--- config.mk ---
export PLATFORM = sky130hd
export DESIGN_NAME = segment_reorder_buffer
export DESIGN_NICKNAME = d
export VERILOG_FILES = /design/src/rtl/srb_pkg.sv /design/src/rtl/srb_hold_mem.sv /design/src/rtl/srb_out_stage.sv /design/src/rtl/srb_ctrl.sv /design/src/rtl/segment_reorder_buffer.sv
export SDC_FILE = /design/constraint.sdc
export NUM_CORES = 1
export LEC_CHECK = 0
export ABC_AREA = 1
export BUFFER_PORTS_ARGS = -buffer_cell sky130_fd_sc_hd__buf_2
export CAP_MARGIN = 20
export CORE_MARGIN = 2
export CORE_UTILIZATION = 45
export CTS_CLUSTER_DIAMETER = 80
export DETAILED_ROUTE_END_ITERATION = 10
export GPL_TIMING_DRIVEN = 0
export HOLD_SLACK_MARGIN = 0.15
export SLEW_MARGIN = 30
export SYNTH_ARGS = -nofsm -noshare
export SYNTH_HDL_FRONTEND = slang
export SYNTH_HIERARCHICAL = 1
export SYNTH_SLANG_ARGS = --single-unit
export TNS_END_PERCENT = 5
--- constraint.sdc ---
create_clock -name clk -period 11.4 [get_ports clk]
set_clock_uncertainty 0.05 [all_clocks]
set_input_delay 1.14 -clock clk [delete_from_list [all_inputs] [get_ports clk]]
set_output_delay 1.14 -clock clk [all_outputs]
set_load 0.01 [all_outputs]
--- src/rtl/srb_pkg.sv ---
// Package with the types, widths and constants of the segment reorder buffer.
`timescale 1ns / 1ps
`default_nettype none

package srb_pkg;

    localparam int SRB_HOLD_DEPTH    = 8;
    localparam int SRB_MAX_SEG_BYTES = 1024;

    localparam int SRB_OFF_W     = 32;
    localparam int SRB_LEN_W     = 11;
    localparam int SRB_TAG_W     = 8;
    localparam int SRB_S_TDATA_W = 56;
    localparam int SRB_M_TDATA_W = 56;
    localparam int SRB_M_TUSER_W = 4;

    localparam logic [SRB_LEN_W-1:0] SRB_MAX_LEN = SRB_LEN_W'(SRB_MAX_SEG_BYTES);

    localparam logic SRB_KIND_DELIVER = 1'b0;
    localparam logic SRB_KIND_ACK     = 1'b1;

    typedef struct packed {
        logic [SRB_TAG_W-1:0] tag;
        logic                 chan;
        logic                 last;
        logic [SRB_LEN_W-1:0] len;
        logic [SRB_OFF_W-1:0] off;
    } srb_seg_t;

    typedef struct packed {
        logic                 kind;
        logic [SRB_OFF_W-1:0] offset;
        logic [SRB_LEN_W-1:0] length;
        logic                 last;
        logic                 channel;
        logic [SRB_TAG_W-1:0] tag;
        logic                 run_end;
        logic                 stream_done;
        logic                 overflow;
    } srb_result_t;

    typedef struct packed {
        logic        load;
        srb_result_t result;
    } srb_out_req_t;

endpackage

`default_nettype wire

--- src/rtl/srb_hold_mem.sv ---
// Synchronous memory holding the out-of-order segments, with registered read data.
`timescale 1ns / 1ps
`default_nettype none

module srb_hold_mem #(
    parameter int DEPTH = srb_pkg::SRB_HOLD_DEPTH,
    parameter int AW    = (DEPTH > 1) ? $clog2(DEPTH) : 1
) (
    input  wire                logic clk,
    input  wire                logic we,
    input  wire                logic [AW-1:0] waddr,
    input  wire srb_pkg::srb_seg_t wdata,
    input  wire                logic [AW-1:0] raddr,
    output srb_pkg::srb_seg_t  rdata
);
    import srb_pkg::*;

    srb_seg_t mem [DEPTH];

    always_ff @(posedge clk)
    begin
        if (we)
        begin
            mem[waddr] <= wdata;
        end
        rdata <= mem[raddr];
    end

endmodule

`default_nettype wire

--- src/rtl/srb_out_stage.sv ---
// Output register that presents one result request on the master stream.
`timescale 1ns / 1ps
`default_nettype none

module srb_out_stage (
    input  wire logic                 clk,
    input  wire logic                 rst_n,
    input  wire srb_pkg::srb_out_req_t req,
    output logic                      free,
    output logic                      m_tvalid,
    input  wire logic                 m_tready,
    // Fields from bit 0 up: out_offset, out_length, out_last, out_tag, zero fill.
    output logic [srb_pkg::SRB_M_TDATA_W-1:0] m_tdata,
    output logic                      m_tlast,
    // Fields from bit 0 up: kind, out_channel, stream_done, overflow.
    output logic [srb_pkg::SRB_M_TUSER_W-1:0] m_tuser
);
    import srb_pkg::*;

    logic        valid_reg;
    srb_result_t res_reg;

    assign free = !valid_reg || m_tready;

    always_ff @(posedge clk or negedge rst_n)
    begin
        if (!rst_n)
        begin
            valid_reg <= 1'b0;
        end
        else if (free)
        begin
            valid_reg <= req.load;
        end
    end

    always_ff @(posedge clk)
    begin
        if (free && req.load)
        begin
            res_reg <= req.result;
        end
    end

    assign m_tvalid = valid_reg;
    assign m_tdata  = {4'd0, res_reg.tag, res_reg.last, res_reg.length, res_reg.offset};
    assign m_tlast  = res_reg.run_end;
    assign m_tuser  = {res_reg.overflow, res_reg.stream_done, res_reg.channel, res_reg.kind};

endmodule

`default_nettype wire

--- src/rtl/srb_ctrl.sv ---
// Sequencer that walks, inserts into and drains the held-segment ring.
`timescale 1ns / 1ps
`default_nettype none

module srb_ctrl #(
    parameter int DEPTH = srb_pkg::SRB_HOLD_DEPTH,
    parameter int AW    = (DEPTH > 1) ? $clog2(DEPTH) : 1,
    parameter int CW    = $clog2(DEPTH + 1)
) (
    input  wire logic                 clk,
    input  wire logic                 rst_n,
    input  wire logic                 cfg_we,
    input  wire logic [31:0]          cfg_wdata,
    input  wire logic                 s_tvalid,
    output logic                      s_tready,
    input  wire logic [srb_pkg::SRB_S_TDATA_W-1:0] s_tdata,
    input  wire logic                 s_tlast,
    input  wire logic                 s_tuser,
    output logic                      mem_we,
    output logic [AW-1:0]             mem_waddr,
    output srb_pkg::srb_seg_t         mem_wdata,
    output logic [AW-1:0]             mem_raddr,
    input  wire srb_pkg::srb_seg_t    mem_rdata,
    input  wire logic                 out_free,
    output srb_pkg::srb_out_req_t     out_req
);
    import srb_pkg::*;

    typedef enum logic [3:0] {
        ST_IDLE,
        ST_D_RD,
        ST_D_EV,
        ST_FIRST,
        ST_COMMIT,
        ST_ACK,
        ST_OVF,
        ST_S_RD,
        ST_S_EV,
        ST_S_DEC,
        ST_SH_RD,
        ST_SH_WR,
        ST_INS
    } state_t;

    state_t               state_reg, state_next;
    srb_seg_t             seg_reg, seg_next;
    logic [SRB_OFF_W-1:0] exp_reg, exp_next;
    logic [SRB_OFF_W-1:0] walk_reg, walk_next;
    logic [SRB_OFF_W-1:0] base_reg, base_next;
    logic [AW-1:0]        head_reg, head_next;
    logic [CW-1:0]        count_reg, count_next;
    logic [CW-1:0]        j_reg, j_next;
    logic [CW-1:0]        pos_reg, pos_next;
    logic                 dup_reg, dup_next;
    logic                 done_reg, done_next;
    logic                 pre_done_reg, pre_done_next;
    logic                 phase_reg, phase_next;

    srb_seg_t             in_seg;
    logic [16:0]          in_len_wide;
    logic [SRB_OFF_W-1:0] in_end;

    function automatic logic [AW-1:0] ring_addr(input logic [AW-1:0] base,
                                                input logic [CW-1:0] rel);
        logic [CW:0] sum;
        sum = (CW+1)'(base) + (CW+1)'(rel);
        if (sum >= (CW+1)'(DEPTH))
        begin
            sum = sum - (CW+1)'(DEPTH);
        end
        return sum[AW-1:0];
    endfunction

    function automatic srb_result_t make_result(input logic kind, input srb_seg_t s,
                                                input logic run_end, input logic done,
                                                input logic ovf);
        srb_result_t r;
        r.kind        = kind;
        r.offset      = s.off;
        r.length      = (kind == SRB_KIND_ACK) ? '0 : s.len;
        r.last        = (kind == SRB_KIND_ACK) ? 1'b0 : s.last;
        r.channel     = s.chan;
        r.tag         = (kind == SRB_KIND_ACK) ? '0 : s.tag;
        r.run_end     = run_end;
        r.stream_done = done;
        r.overflow    = ovf;
        return r;
    endfunction

    always_comb
    begin
        in_len_wide = {6'd0, s_tdata[42:32]};
        in_seg.off  = s_tdata[31:0];
        in_seg.len  = (in_len_wide > 17'(SRB_MAX_SEG_BYTES)) ? SRB_MAX_LEN : s_tdata[42:32];
        in_seg.last = s_tlast;
        in_seg.chan = s_tuser;
        in_seg.tag  = s_tdata[50:43];
        in_end      = exp_reg + {21'd0, in_seg.len};
    end

    assign mem_raddr = ring_addr(head_reg, j_reg);

    always_comb
    begin
        state_next    = state_reg;
        seg_next      = seg_reg;
        exp_next      = exp_reg;
        walk_next     = walk_reg;
        base_next     = base_reg;
        head_next     = head_reg;
        count_next    = count_reg;
        j_next        = j_reg;
        pos_next      = pos_reg;
        dup_next      = dup_reg;
        done_next     = done_reg;
        pre_done_next = pre_done_reg;
        phase_next    = phase_reg;
        s_tready      = (state_reg == ST_IDLE);
        mem_we        = 1'b0;
        mem_waddr     = ring_addr(head_reg, j_reg + CW'(1));
        mem_wdata     = mem_rdata;
        out_req       = '0;

        case (state_reg)
            ST_IDLE:
            begin
                if (s_tvalid && !done_reg)
                begin
                    seg_next = in_seg;
                    j_next   = '0;
                    if (in_seg.off == exp_reg)
                    begin
                        base_next     = in_end;
                        walk_next     = in_end;
                        pre_done_next = in_seg.last;
                        phase_next    = 1'b0;
                        state_next    = in_seg.last ? ST_FIRST : ST_D_RD;
                    end
                    else if (in_seg.off < exp_reg)
                    begin
                        state_next = ST_ACK;
                    end
                    else
                    begin
                        dup_next   = 1'b0;
                        pos_next   = '0;
                        state_next = ST_S_RD;
                    end
                end
                if (cfg_we)
                begin
                    exp_next = cfg_wdata;
                end
            end
            ST_D_RD:
            begin
                if (j_reg == count_reg)
                begin
                    state_next = phase_reg ? ST_COMMIT : ST_FIRST;
                end
                else
                begin
                    state_next = ST_D_EV;
                end
            end
            ST_D_EV:
            begin
                if (mem_rdata.off == walk_reg)
                begin
                    if (!phase_reg || out_free)
                    begin
                        if (phase_reg)
                        begin
                            out_req.load   = 1'b1;
                            out_req.result = make_result(SRB_KIND_DELIVER, mem_rdata, 1'b0,
                                                         pre_done_reg, 1'b0);
                        end
                        walk_next = walk_reg + {21'd0, mem_rdata.len};
                        j_next    = j_reg + CW'(1);
                        if (mem_rdata.last)
                        begin
                            pre_done_next = 1'b1;
                            state_next    = phase_reg ? ST_COMMIT : ST_FIRST;
                        end
                        else
                        begin
                            state_next = ST_D_RD;
                        end
                    end
                end
                else if (mem_rdata.off < walk_reg)
                begin
                    j_next     = j_reg + CW'(1);
                    state_next = ST_D_RD;
                end
                else
                begin
                    state_next = phase_reg ? ST_COMMIT : ST_FIRST;
                end
            end
            ST_FIRST:
            begin
                if (out_free)
                begin
                    out_req.load   = 1'b1;
                    out_req.result = make_result(SRB_KIND_DELIVER, seg_reg, 1'b0,
                                                 pre_done_reg, 1'b0);
                    j_next         = '0;
                    walk_next      = base_reg;
                    phase_next     = 1'b1;
                    state_next     = seg_reg.last ? ST_COMMIT : ST_D_RD;
                end
            end
            ST_COMMIT:
            begin
                exp_next   = walk_reg;
                done_next  = pre_done_reg;
                head_next  = ring_addr(head_reg, j_reg);
                count_next = count_reg - j_reg;
                state_next = ST_ACK;
            end
            ST_ACK:
            begin
                if (out_free)
                begin
                    out_req.load   = 1'b1;
                    out_req.result = make_result(SRB_KIND_ACK, seg_reg, 1'b1, done_reg, 1'b0);
                    state_next     = ST_IDLE;
                end
            end
            ST_OVF:
            begin
                if (out_free)
                begin
                    out_req.load   = 1'b1;
                    out_req.result = make_result(SRB_KIND_ACK, seg_reg, 1'b1, done_reg, 1'b1);
                    state_next     = ST_IDLE;
                end
            end
            ST_S_RD:
            begin
                state_next = (j_reg == count_reg) ? ST_S_DEC : ST_S_EV;
            end
            ST_S_EV:
            begin
                if (mem_rdata.off == seg_reg.off)
                begin
                    dup_next = 1'b1;
                end
                if (mem_rdata.off < seg_reg.off)
                begin
                    pos_next = j_reg + CW'(1);
                end
                j_next     = j_reg + CW'(1);
                state_next = ST_S_RD;
            end
            ST_S_DEC:
            begin
                if (dup_reg)
                begin
                    state_next = ST_ACK;
                end
                else if (count_reg == CW'(DEPTH))
                begin
                    state_next = ST_OVF;
                end
                else if (count_reg == pos_reg)
                begin
                    state_next = ST_INS;
                end
                else
                begin
                    j_next     = count_reg - CW'(1);
                    state_next = ST_SH_RD;
                end
            end
            ST_SH_RD:
            begin
                state_next = ST_SH_WR;
            end
            ST_SH_WR:
            begin
                mem_we = 1'b1;
                if (j_reg == pos_reg)
                begin
                    state_next = ST_INS;
                end
                else
                begin
                    j_next     = j_reg - CW'(1);
                    state_next = ST_SH_RD;
                end
            end
            ST_INS:
            begin
                mem_we     = 1'b1;
                mem_waddr  = ring_addr(head_reg, pos_reg);
                mem_wdata  = seg_reg;
                count_next = count_reg + CW'(1);
                state_next = ST_ACK;
            end
            default:
            begin
                state_next = ST_IDLE;
            end
        endcase
    end

    always_ff @(posedge clk or negedge rst_n)
    begin
        if (!rst_n)
        begin
            state_reg    <= ST_IDLE;
            exp_reg      <= '0;
            head_reg     <= '0;
            count_reg    <= '0;
            j_reg        <= '0;
            pos_reg      <= '0;
            dup_reg      <= 1'b0;
            done_reg     <= 1'b0;
            pre_done_reg <= 1'b0;
            phase_reg    <= 1'b0;
        end
        else
        begin
            state_reg    <= state_next;
            exp_reg      <= exp_next;
            head_reg     <= head_next;
            count_reg    <= count_next;
            j_reg        <= j_next;
            pos_reg      <= pos_next;
            dup_reg      <= dup_next;
            done_reg     <= done_next;
            pre_done_reg <= pre_done_next;
            phase_reg    <= phase_next;
        end
    end

    always_ff @(posedge clk)
    begin
        seg_reg  <= seg_next;
        walk_reg <= walk_next;
        base_reg <= base_next;
    end

endmodule

`default_nettype wire

--- src/rtl/segment_reorder_buffer.sv ---
// Top level of the segment reorder buffer.
`timescale 1ns / 1ps
`default_nettype none

// The block reassembles a byte stream from segment descriptors that may arrive out
// of order, holding up to HOLD_DEPTH early segments in a ring memory sorted by offset.
// One request is taken at a time. A request that arrives after the stream end was
// delivered is taken and dropped with no result; a stale segment is acknowledged. A
// duplicate is acknowledged after a search of the held entries, and a segment that
// finds the buffer full is dropped with an overflow notice. An out-of-order segment
// is inserted after the held entries above its position are shifted up. An in-order
// segment walks the held entries that follow it; the walk stops at the end of the
// held entries, at a gap or at an end-flagged entry, and an end-flagged in-order
// segment skips the walk. The sequencer waits while the output register cannot take
// a result. The hold memory has a single read port with registered read data, and
// each in-order request walks the held entries twice so that every result already
// shows the final stream_done value. Results leave through an output register, so
// the last result of a request may wait there while the next request is taken.
// Writing cfg_wdata with cfg_we while the block is idle sets the start offset and
// reloads the expected offset.

module segment_reorder_buffer #(
    parameter int HOLD_DEPTH = srb_pkg::SRB_HOLD_DEPTH
) (
    input  wire logic        clk,
    input  wire logic        rst_n,
    input  wire logic        cfg_we,
    input  wire logic [31:0] cfg_wdata,
    input  wire logic        s_tvalid,
    output logic             s_tready,
    // Fields from bit 0 up: seg_offset, seg_length, payload_tag, zero fill.
    input  wire logic [srb_pkg::SRB_S_TDATA_W-1:0] s_tdata,
    input  wire logic        s_tlast,
    // Fields from bit 0 up: seg_channel.
    input  wire logic [0:0]  s_tuser,
    output logic             m_tvalid,
    input  wire logic        m_tready,
    // Fields from bit 0 up: out_offset, out_length, out_last, out_tag, zero fill.
    output logic [srb_pkg::SRB_M_TDATA_W-1:0] m_tdata,
    output logic             m_tlast,
    // Fields from bit 0 up: kind, out_channel, stream_done, overflow.
    output logic [srb_pkg::SRB_M_TUSER_W-1:0] m_tuser
);
    import srb_pkg::*;

    localparam int AW = (HOLD_DEPTH > 1) ? $clog2(HOLD_DEPTH) : 1;
    localparam int CW = $clog2(HOLD_DEPTH + 1);

    logic         mem_we;
    logic [AW-1:0] mem_waddr;
    logic [AW-1:0] mem_raddr;
    srb_seg_t     mem_wdata;
    srb_seg_t     mem_rdata;
    logic         out_free;
    srb_out_req_t out_req;

    srb_hold_mem #(
        .DEPTH (HOLD_DEPTH),
        .AW    (AW)
    ) u_mem (
        .clk   (clk),
        .we    (mem_we),
        .waddr (mem_waddr),
        .wdata (mem_wdata),
        .raddr (mem_raddr),
        .rdata (mem_rdata)
    );

    srb_ctrl #(
        .DEPTH (HOLD_DEPTH),
        .AW    (AW),
        .CW    (CW)
    ) u_ctrl (
        .clk       (clk),
        .rst_n     (rst_n),
        .cfg_we    (cfg_we),
        .cfg_wdata (cfg_wdata),
        .s_tvalid  (s_tvalid),
        .s_tready  (s_tready),
        .s_tdata   (s_tdata),
        .s_tlast   (s_tlast),
        .s_tuser   (s_tuser[0]),
        .mem_we    (mem_we),
        .mem_waddr (mem_waddr),
        .mem_wdata (mem_wdata),
        .mem_raddr (mem_raddr),
        .mem_rdata (mem_rdata),
        .out_free  (out_free),
        .out_req   (out_req)
    );

    srb_out_stage u_out (
        .clk      (clk),
        .rst_n    (rst_n),
        .req      (out_req),
        .free     (out_free),
        .m_tvalid (m_tvalid),
        .m_tready (m_tready),
        .m_tdata  (m_tdata),
        .m_tlast  (m_tlast),
        .m_tuser  (m_tuser)
    );

endmodule

`default_nettype wire

; Word-level counts from Yosys, hierarchy flattened
; Memory sizes are Yosys's and may differ from the RTL's. A register that Yosys moved wholly into a read port is not among the register bits.
; Cells that the tools add are included.
[word_totals]
memories = 1
mem_bits_rw = 424
out_inout_bits = 63
word_cells = 186
register_bits = 230
[memory_table]
columns = name, words, word_bits, rd, rd_ports_with_merged_regs, write_ports, line_no
row1 = u_mem.mem, 8, 53, 1, 1, 1, srb_hold_mem.sv:18  ; srb_seg_t mem [DEPTH];
[op_classes]
addsub = 13
n_lt_le_gt_ge = 7
n_reduce_logical = 28
n_eq_ne = 37
muxes = 73
[ops]
columns = op, count
row1 = $mux 58, 6
row2 = $pmux 58 s4, 1
row3 = $mux 32, 6
row4 = $eq 32x32->1, 3
row5 = $lt 32x32->1, 3
row6 = $pmux 32 s3, 1
row7 = $mux 4, 23
row8 = $add 32x11->32, 2
row9 = $pmux 32 s2, 1
row10 = $mux 53, 1
row11 = $pmux 4 s11, 1
row12 = $eq 4x4->1 const B, 6
row13 = $mux 3, 8
row14 = $pmux 4 s6, 1
row15 = $eq 4x3->1 const B, 4
row16 = $mux 1, 16
row17 = $ne 2x1->1 const B, 8
row18 = $ne 2x2->1 const B, 8
row19 = $pmux 4 s2, 2
row20 = $add 3x4->5, 3
row21 = $ge 5x4->1 const B, 3
row22 = $eq 4x4->1, 3
row23 = $reduce_and 6->1, 2
row24 = $gt 11x11->1 const B, 1
row25 = other kinds (24), 45

; Logic depth before layout (Yosys ltp)
; Gate-level depths: netlist of run 1.
[logic_depth]
depth_word = 7
depth_mapped = 22
depth_no_buf = 22

; Hierarchy
; Netlist of run 1, hierarchy kept.
[by_module_without_submodules]
columns = module, n_inst, cells_each, area_per_inst_um2, seq_area_each_um2
row1 = srb_hold_mem, 1, 1903, 19622.6, 13793.2
row2 = srb_ctrl, 1, 1829, 13556.8, 4889.7
row3 = srb_out_stage, 1, 68, 1790.5, 1736.7

; Least setup slack after synthesis of run 1
; OpenSTA, ideal clock, no wires.
[synth_timing]
kind = input to register
startpoint = input s_tdata[31] (netlist bit)
endpoint = register u_ctrl.walk_reg[0] (enable)
arrival_ps = 5099
slack_ps = 5750
required_ps = 10849
cell_stages = 9
n_path_buf = 0
cell_sequence = ha_1 nand2_1 nor2_1 nand2_1 nor2_1 nand2_1 nand2_1 nand2_1 nor4_1
[synth_between]
elab_chain_len = 3
[synth_rtl]
columns = element, line_no
row1 = from (decl), segment_reorder_buffer.sv:32  ; input wire logic [srb_pkg::SRB_S_TDATA_W-1:0] s_tdata,
row2 = $eq 32x32->1, srb_ctrl.sv:131  ; if (in_seg.off == exp_reg)
row3 = $ne 2x1->1 (no source line), --
row4 = $reduce_and 6->1 (no source line), --
row5 = to (signal assigned), srb_ctrl.sv:342  ; walk_reg <= walk_next;
row6 = to (decl), srb_ctrl.sv:48  ; logic [SRB_OFF_W-1:0] walk_reg, walk_next;
; No other way between the ends.
; A chain may end at the register's enable or synchronous reset.

; Final worst setup path of run 1
[layout_timing]
startpoint = register u_ctrl.state_reg[1]
endpoint = memory u_mem/mem[3][12] (netlist bit) (enable)
[layout_rtl]
columns = element, line_no
row1 = from (decl), srb_ctrl.sv:45  ; state_t state_reg, state_next;
row2 = from (signal assigned), srb_ctrl.sv:326  ; state_reg <= state_next;
row3 = $eq 4x4->1, srb_ctrl.sv:124  ; case (state_reg)
row4 = $mux 3, srb_ctrl.sv:124
row5 = via mem_waddr[2], segment_reorder_buffer.sv:50  ; logic [AW-1:0] mem_waddr;
row6 = to (decl), srb_hold_mem.sv:18
; The timed path passes the listed nets, and every way through them passes these cells.

==> flow_metrics.tcl, run 1 <==
set metrics [dict create \
    rsz0062_at_grt "false" \
    wl_per_cell_um 21.10 \
    place_area_sq_um 38090 \
    grt_use_total_pct 27.33 \
    cp_max_fo 18 \
    period_needed_ns 4.433 \
    grt-ovfl-total 0 \
    cp.required_ns 11.68 \
    drive_gt1_share_pct 10.87 \
    synth-edff-count 598 \
    vdd_drop_max_v 0.0001368 \
    finalCritPeriodShare_pct 38.88 \
    r2r-start "u_ctrl/state_reg[1]" \
    critical_path.endpoint "u_mem/mem[3][12]" \
    grt_pass1_wl_um 159000 \
    drt-total-wl_um 109500 \
    drv_cap 0 \
    rows 102 \
    maxSlewViolCount 0 \
    path_class "flop to flop" \
    status "complete, no violations" \
    synth_seq_cells 707 \
    drt_pre_antenna_iters 6 \
    grt_max_degree 43 \
    fin_area_sq_um 40820 \
    power.density_nw_per_um2 295.9 \
    ios 158 \
    max_freq_mhz 225.6 \
    synth_top_area_cell "edfxtp_1" \
    hold_viol 0 \
    ys_top_cells_by_count "1188 x nand2_1, 651 x inv_1, 598 x edfxtp_1" \
    clk_path_buf_depth 3 \
    synth-main-ff-cell "edfxtp_1" \
    syn_area_sq_um 34970 \
    largest_register_ffs 424 \
    synth-async-reset-ratio_pct 7.921 \
    gp_congestion 0.9446 \
    drc_errors 0 \
    avgSynthCellArea_sq_um 9.203 \
    slew_headroom_pct 28.96 \
    n_fill_cell 6963 \
    synthMostInstantiatedCell "nand2_1" \
    use_met2_pct 42.89 \
    nNetsFinal 4310 \
    place_worst_setup_slack_ns 6.659 \
    clkSinkCount 707 \
    top_usage_layer "met2" \
    cts_tree "done" \
    numCtsBuffers 80 \
    n_antenna_cell 0 \
    finalWorstSetupSlack_ns 6.967 \
    use_met3_pct 3.400 \
    rrSetupSlack_ns 6.97 \
    core-area_sq_um 77210 \
    drt_iter0_drc 3031 \
    cp-start-kind "flop" \
    clk_latency_ns 0.64 \
    syn_inst 3800 \
    viasPerCell 5.243 \
    fin_util_pct 52.87 \
    die_x_um 282.8 \
    yosysUniqueCellTypes 51 \
    total_power_mw 12.08 \
    setup-violations-final 0 \
    seq_area_frac_synth_pct 58.39 \
    dr_total_vias 27210 \
    critPathLaunch "u_ctrl/state_reg[1]" \
    use_met1_pct 38.71 \
    die_y_um 282.8 \
    dieArea_sq_um 79960 \
    cts_resized 0 \
    htreeDepth 3 \
    leakage_nw 18.53 \
    synth.area.top_cells "edfxtp_1 51%, nand2_1 13%, inv_1 7.0%" \
    root_buffer "clkbuf_16" \
    grt_pass1_vias 25024 \
    timing.rr.end "u_mem/mem[3][12]" \
    clk_pin_slew_ns 0.06 \
    antenna_found_initial 2 \
    cp_data_arrival_time_ns 4.71 \
    crit_path_end_kind "flop" \
    yosysWarningCount 6 \
    ff2ff_path_depth 18 \
    worst_pin_slew_ns 1.066 \
    dp_hpwl_um 80020 \
    syn_to_final_growth_pct 16.73 \
    post_cts_buffers 0 \
    start_util_pct 45.29 \
    port_buffers 148 \
    setup_tns_ns 0 \
    antenna_left 0 \
    ctsHoldBuffers 0 \
    hp-class "input pin to async pin" \
    synth_top_area_share_pct 51.35 \
]
==> cells by family after synthesis <==
logic type / Yosys count / synth area share (%)
simple gates: 1767 / 20.88
buf+inv: 810 / 9.414
other cells: 1 / 0.01072
fa+ha+maj: 132 / 4.830
compound gates: 337 / 5.303
mux: 2 / 0.06440
flops: 707 / 58.39
xor+xnor: 44 / 1.102
==> metrics by stage <==
| stage | std cells | hold slack (ns) |
|---|---|---|
| floorplan | 3803 | 0.4246 |
| global placement | 4991 | 0.4635 |
| detailed placement | 5041 | 0.4677 |
| CTS | 5190 | 0.3043 |
| global route | 5190 | 0.3213 |
| finish | 5190 | 0.3244 |
==> final cells by class <==
type	count	area, sq um	share of cell area, %
Multi-Input combinational cell	2286	11360	27.83
Clock inverter	43	483.0	1.183
Timing Repair Buffer	198	1714	4.199
Clock buffer	106	2251	5.514
Inverter	666	2505	6.136
Tap cell	1040	1301	3.188
Buffer	144	787.0	1.928
Sequential cell	707	20420	50.02
==> worst min-delay path by stage <==
stage	end	slack, ns	cells after the start
2_1_floorplan	u_ctrl/dup_reg	0.42	2
3_3_place_gp	u_ctrl/done_reg	0.46	2
3_5_place_dp	u_ctrl/done_reg	0.47	2
4_1_cts	u_ctrl/state_reg[3]	0.30	1
5_1_grt	u_ctrl/head_reg[1]	0.32	1
6_report	u_ctrl/j_reg[2]	0.32	1
==> worst max-delay path, cell delays in order (launching register included) <==
cell and delay (ns):
dfrtp_1 0.46, or2_1 0.25, buf_4 0.17, nor2_2 0.25
nand2_1 0.13, buf_2 0.29, inv_2 0.17, o21ai_0 0.12
ha_1 0.23, fa_1 0.38, xnor2_1 0.15, xor2_1 0.18
inv_1 0.09, nand2_1 0.12, nor2_4 0.30, buf_8 0.22
buf_16 0.19, buf_16 0.17, buf_16 0.17
==> per-layer routing <==
layer  share of wire, %  up-vias
met3                7.9      212
met2                 45     1247
met5                  0        -
met1                 43    12842
li1                   -    12909
met4                4.2        0
==> cells in the final DEF (no fill, tap or decap), types with 60 or more instances in the layout <==
cell type,n
nand2_1,1188
edfxtp_1,598
inv_1,651
o21ai_0,93
buf_2,202
clkbuf_1,60
o21ai_1,100
clkbuf_16,81
nand3_1,374
a21oi_1,76
nor2_1,109
ha_1,127
==> where the power goes <==
group / switching [mW] / leakage (nW) / internal [mW]
clock network: 1.08 / 1.34 / 1.58
logic: 3.85 / 10.6 / 1.60
registers: 0.368 / 6.58 / 3.60
total: 5.29 / 18.5 / 6.78
Note: power is estimated with default switching activity, not from simulation.
==> run 2, diff against run 1 <==
--- a/config.mk
+++ b/config.mk
@@ -5,7 +5,7 @@
 export SDC_FILE = /design/constraint.sdc
 export NUM_CORES = 1
 export LEC_CHECK = 0
-export ABC_AREA = 1
+export ABC_AREA = 0
 export BUFFER_PORTS_ARGS = -buffer_cell sky130_fd_sc_hd__buf_2
 export CAP_MARGIN = 20
 export CORE_MARGIN = 2
==> constraint.sdc (replaced) <==
create_clock -name clk -period 4.58 [get_ports clk]
set_clock_uncertainty 0.05 [all_clocks]
set_input_delay 0.458 -clock clk [delete_from_list [all_inputs] [get_ports clk]]
set_output_delay 0.458 -clock clk [all_outputs]
set_load 0.01 [all_outputs]
==> run 2 against run 1 <==
Fmax shrank 3.6%. Global-route usage fell by 2.5 points. Worst setup slack got worse by 7.0 ns. Wire length down 17%. Non-clock buffer count rose by 29. Largest cell class unchanged. The flow now finishes with violations (negative setup slack).
==> flow_metrics.tcl, run 2 <==
set metrics [dict create \
    grt_max_degree 58 \
    nNetsFinal 2738 \
    drv_cap 0 \
    dieArea_sq_um 72910 \
    final_cell_mix "598 x edfxtp_1, 198 x nand2_1, 171 x buf_2" \
    dr.max_layer_used "met5" \
    syn_to_final_growth_pct 20.48 \
    power_frac_seq_pct 37.2 \
    synth-main-ff-cell "edfxtp_1" \
    avgSynthCellArea_sq_um 14.80 \
    period_needed_ns 4.598 \
    place_worst_setup_slack_ns -0.5679 \
    syn_area_sq_um 31850 \
    viasPerCell 5.783 \
    die_y_um 270.0 \
    leakage_nw 14.17 \
    worst_pin_slew_ns 0.9661 \
    grt_pass1_vias 20409 \
    rsz0062_at_grt "true" \
    synth_top_family_by_area "multiplexers" \
    wl_per_cell_um 25.82 \
    crit_slowest_cell "nor2_4" \
    yosysUniqueCellTypes 78 \
    grt_pass1_wl_um 133700 \
    dp_hpwl_um 65550 \
    comb_power_share_pct 37.8 \
    critPathTopFamily "simple AND/OR/NAND/NOR gates" \
    drive_gt1_share_pct 22.27 \
    fin_util_pct 54.79 \
    p_sw_mw 9.620 \
    clkSinkCount 707 \
    sw_frac_of_total_pct 35.87 \
    seq_area_frac_synth_pct 64.12 \
    antenna_found_initial 2 \
    maxSlewViolCount 0 \
    hold_viol 0 \
    numCtsBuffers 77 \
    rows 97 \
    hp-class "input pin to flop" \
    synthSimpleGateAreaFrac_pct 7.025 \
    dp_cells 3285 \
    largest_register_ffs 424 \
    fin_area_sq_um 38370 \
    drc_errors 0 \
    cp.required_ns 4.87 \
    synthAdderAreaFrac_pct 5.304 \
    layout_commonest_cell "edfxtp_1" \
    syn_inst 2152 \
    start_util_pct 45.48 \
    n_fill_cell 5647 \
    gp_congestion 0.9058 \
    slew_headroom_pct 35.20 \
    max_stage_delay_ns 0.52 \
    dr_total_vias 20320 \
    drt-met1-wl_um 38610 \
    wl_met3_um 6369 \
    vdd_drop_max_v 0.0003739 \
    grt_use_total_pct 24.87 \
    drt_pre_antenna_iters 5 \
    ios 158 \
    port_buffers 148 \
    drt-total-wl_um 90720 \
    place_area_sq_um 34700 \
    die_x_um 270.0 \
    crit_chain "nor2_2 > and2_1 > clkbuf_1 > nand2_2 > clkbuf_1 > nand2_1 > o21ai_0 > fa_1 > xor2_1 > xnor2_1 > nand2b_1 > nor2_4 > buf_16 > buf_16" \
    power_frac_clock_pct 25.1 \
    synthMuxAreaShare_pct 11.06 \
    ys_top_cells_by_count "598 x edfxtp_1, 199 x nand2_1, 127 x ha_1" \
    cp-start-kind "flop" \
    grt-ovfl-total 0 \
    core-area_sq_um 70030 \
    worst_hold_slack_ns 0.1842 \
    synth_seq_cells 707 \
    finalCritPeriodShare_pct 100.4 \
    intPower_mw 17.20 \
    cp_num_buf_inv 4 \
    cp_max_fo 14 \
    synth.area.top_cells "edfxtp_1 56%, mux4_2 7.5%, ha_1 5.0%" \
    yosys.area_share.xor_xnor_pct 2.035 \
    clk_pin_slew_ns 0.07 \
    setup-violations-final 28 \
    finalWorstSetupSlack_ns -0.01774 \
    drt_iter0_drc 2016 \
    synth_top_area_cell "edfxtp_1" \
    htreeDepth 3 \
    cts_tree "done" \
    path_class "flop to flop" \
    max_freq_mhz 217.5 \
    cp_data_arrival_time_ns 4.89 \
    synth-edff-count 598 \
    wl_met2_um 43180 \
    yosysWarningCount 6 \
    fin_cells 3514 \
    synth_compound_area_share_pct 7.520 \
    synth_top_area_share_pct 56.39 \
    crit_path_end_kind "flop" \
    antenna_left 0 \
    clk_latency_ns 0.64 \
    failed_checks "negative setup slack" \
    synth-async-reset-ratio_pct 7.921 \
    power.density_nw_per_um2 699.0 \
    synthMostInstantiatedCell "edfxtp_1" \
    clk_path_buf_depth 3 \
    root_buffer "clkbuf_16" \
    status "finished with violations" \
]
-- run 2: cell types whose count changed in the layout (fill, tap and decap cells not counted), moves of 42 or more --
cell / before / now
nand2_1: 1188 / 198
inv_1: 651 / 117
nand3_1: 374 / 37
mux4_2: 0 / 106
o21ai_1: 100 / 11
dlygate4sd3_1: 0 / 77
mux2_2: 0 / 60
nor2_1: 109 / 51
a22o_1: 0 / 53
mux2i_1: 0 / 46
xnor2_1: 11 / 53
-- run 2: logic make-up after synthesis --
| group | count (synthesis) |
|---|---|
| flip-flops | 707 |
| AND/OR/NAND/NOR | 458 |
| AO/OA/AOI/OAI | 357 |
| multiplexers | 212 |
| buffers and inverters | 211 |
| adder cells (fa/ha/maj) | 132 |
| XOR/XNOR | 74 |
| other | 1 |
-- run 2: stage by stage --
stage,TNS (ns),power (mW)
floorplan,-7.099,16.58
CTS,0,26.94
global route,-16.06,28.22
finish,-0.2486,26.82
global placement,-1204.57,19.66
detailed placement,-106.30,20.10
-- run 2: per-layer routing --
layer | track usage, % | up-vias
met3 | 3.885 | 155
met5 | 0 | -
met2 | 40.41 | 822
met1 | 34.77 | 10364
met4 | 7.222 | 4
li1 | - | 8975
-- run 2: final cells by class --
cell class	instances	area, sq um	area share [%]
Sequential cell	707	20420	53.22
Multi-Input combinational cell	1237	10610	27.66
Timing Repair Buffer	277	2459	6.408
Clock buffer	97	2085	5.433
Tap cell	940	1176	3.065
Clock inverter	44	676.9	1.764
Buffer	94	500.5	1.304
Inverter	117	439.2	1.145
Antenna cell	1	2.502	0.006522
-- run 2: power groups by stage --
stage	registers, mW	clock network (mW)	logic, mW
after global routing	10.1	7.06	11.1
after detailed placement	10.1	0	9.99
final	9.97	6.72	10.1
after floorplan	9.72	0	6.87
after global placement	10.1	0	9.53
after CTS	10.0	6.84	10.1
-- run 2: path summary, 6_finish.rpt --
kind                                          start                 end  slack (ns)  depth (start not counted)
worst max-delay path            u_ctrl/state_reg[1]    u_mem/mem[3][36]       -0.02                         14
worst min-delay path                    s_tdata[36]  u_ctrl/seg_reg[36]        0.18                          2
worst max register to register  u_ctrl/state_reg[1]    u_mem/mem[3][36]       -0.02                         14
worst min register to register  u_ctrl/walk_reg[28]  u_ctrl/exp_reg[28]        0.46                          2
max in group asynchronous                     rst_n   u_ctrl/exp_reg[7]        3.68                          3
min in group asynchronous                     rst_n      u_out/m_tvalid        0.24                          2
-- run 2: what timing repair did --
action                     4_1_cts  5_1_grt
gates cloned                     0        0
pin swaps                        4        4
buffers inserted                 7        2
gates resized for setup          5        0
setup endpoints to repair      399      226
hold endpoints to repair       132        0
hold buffers                    77        0
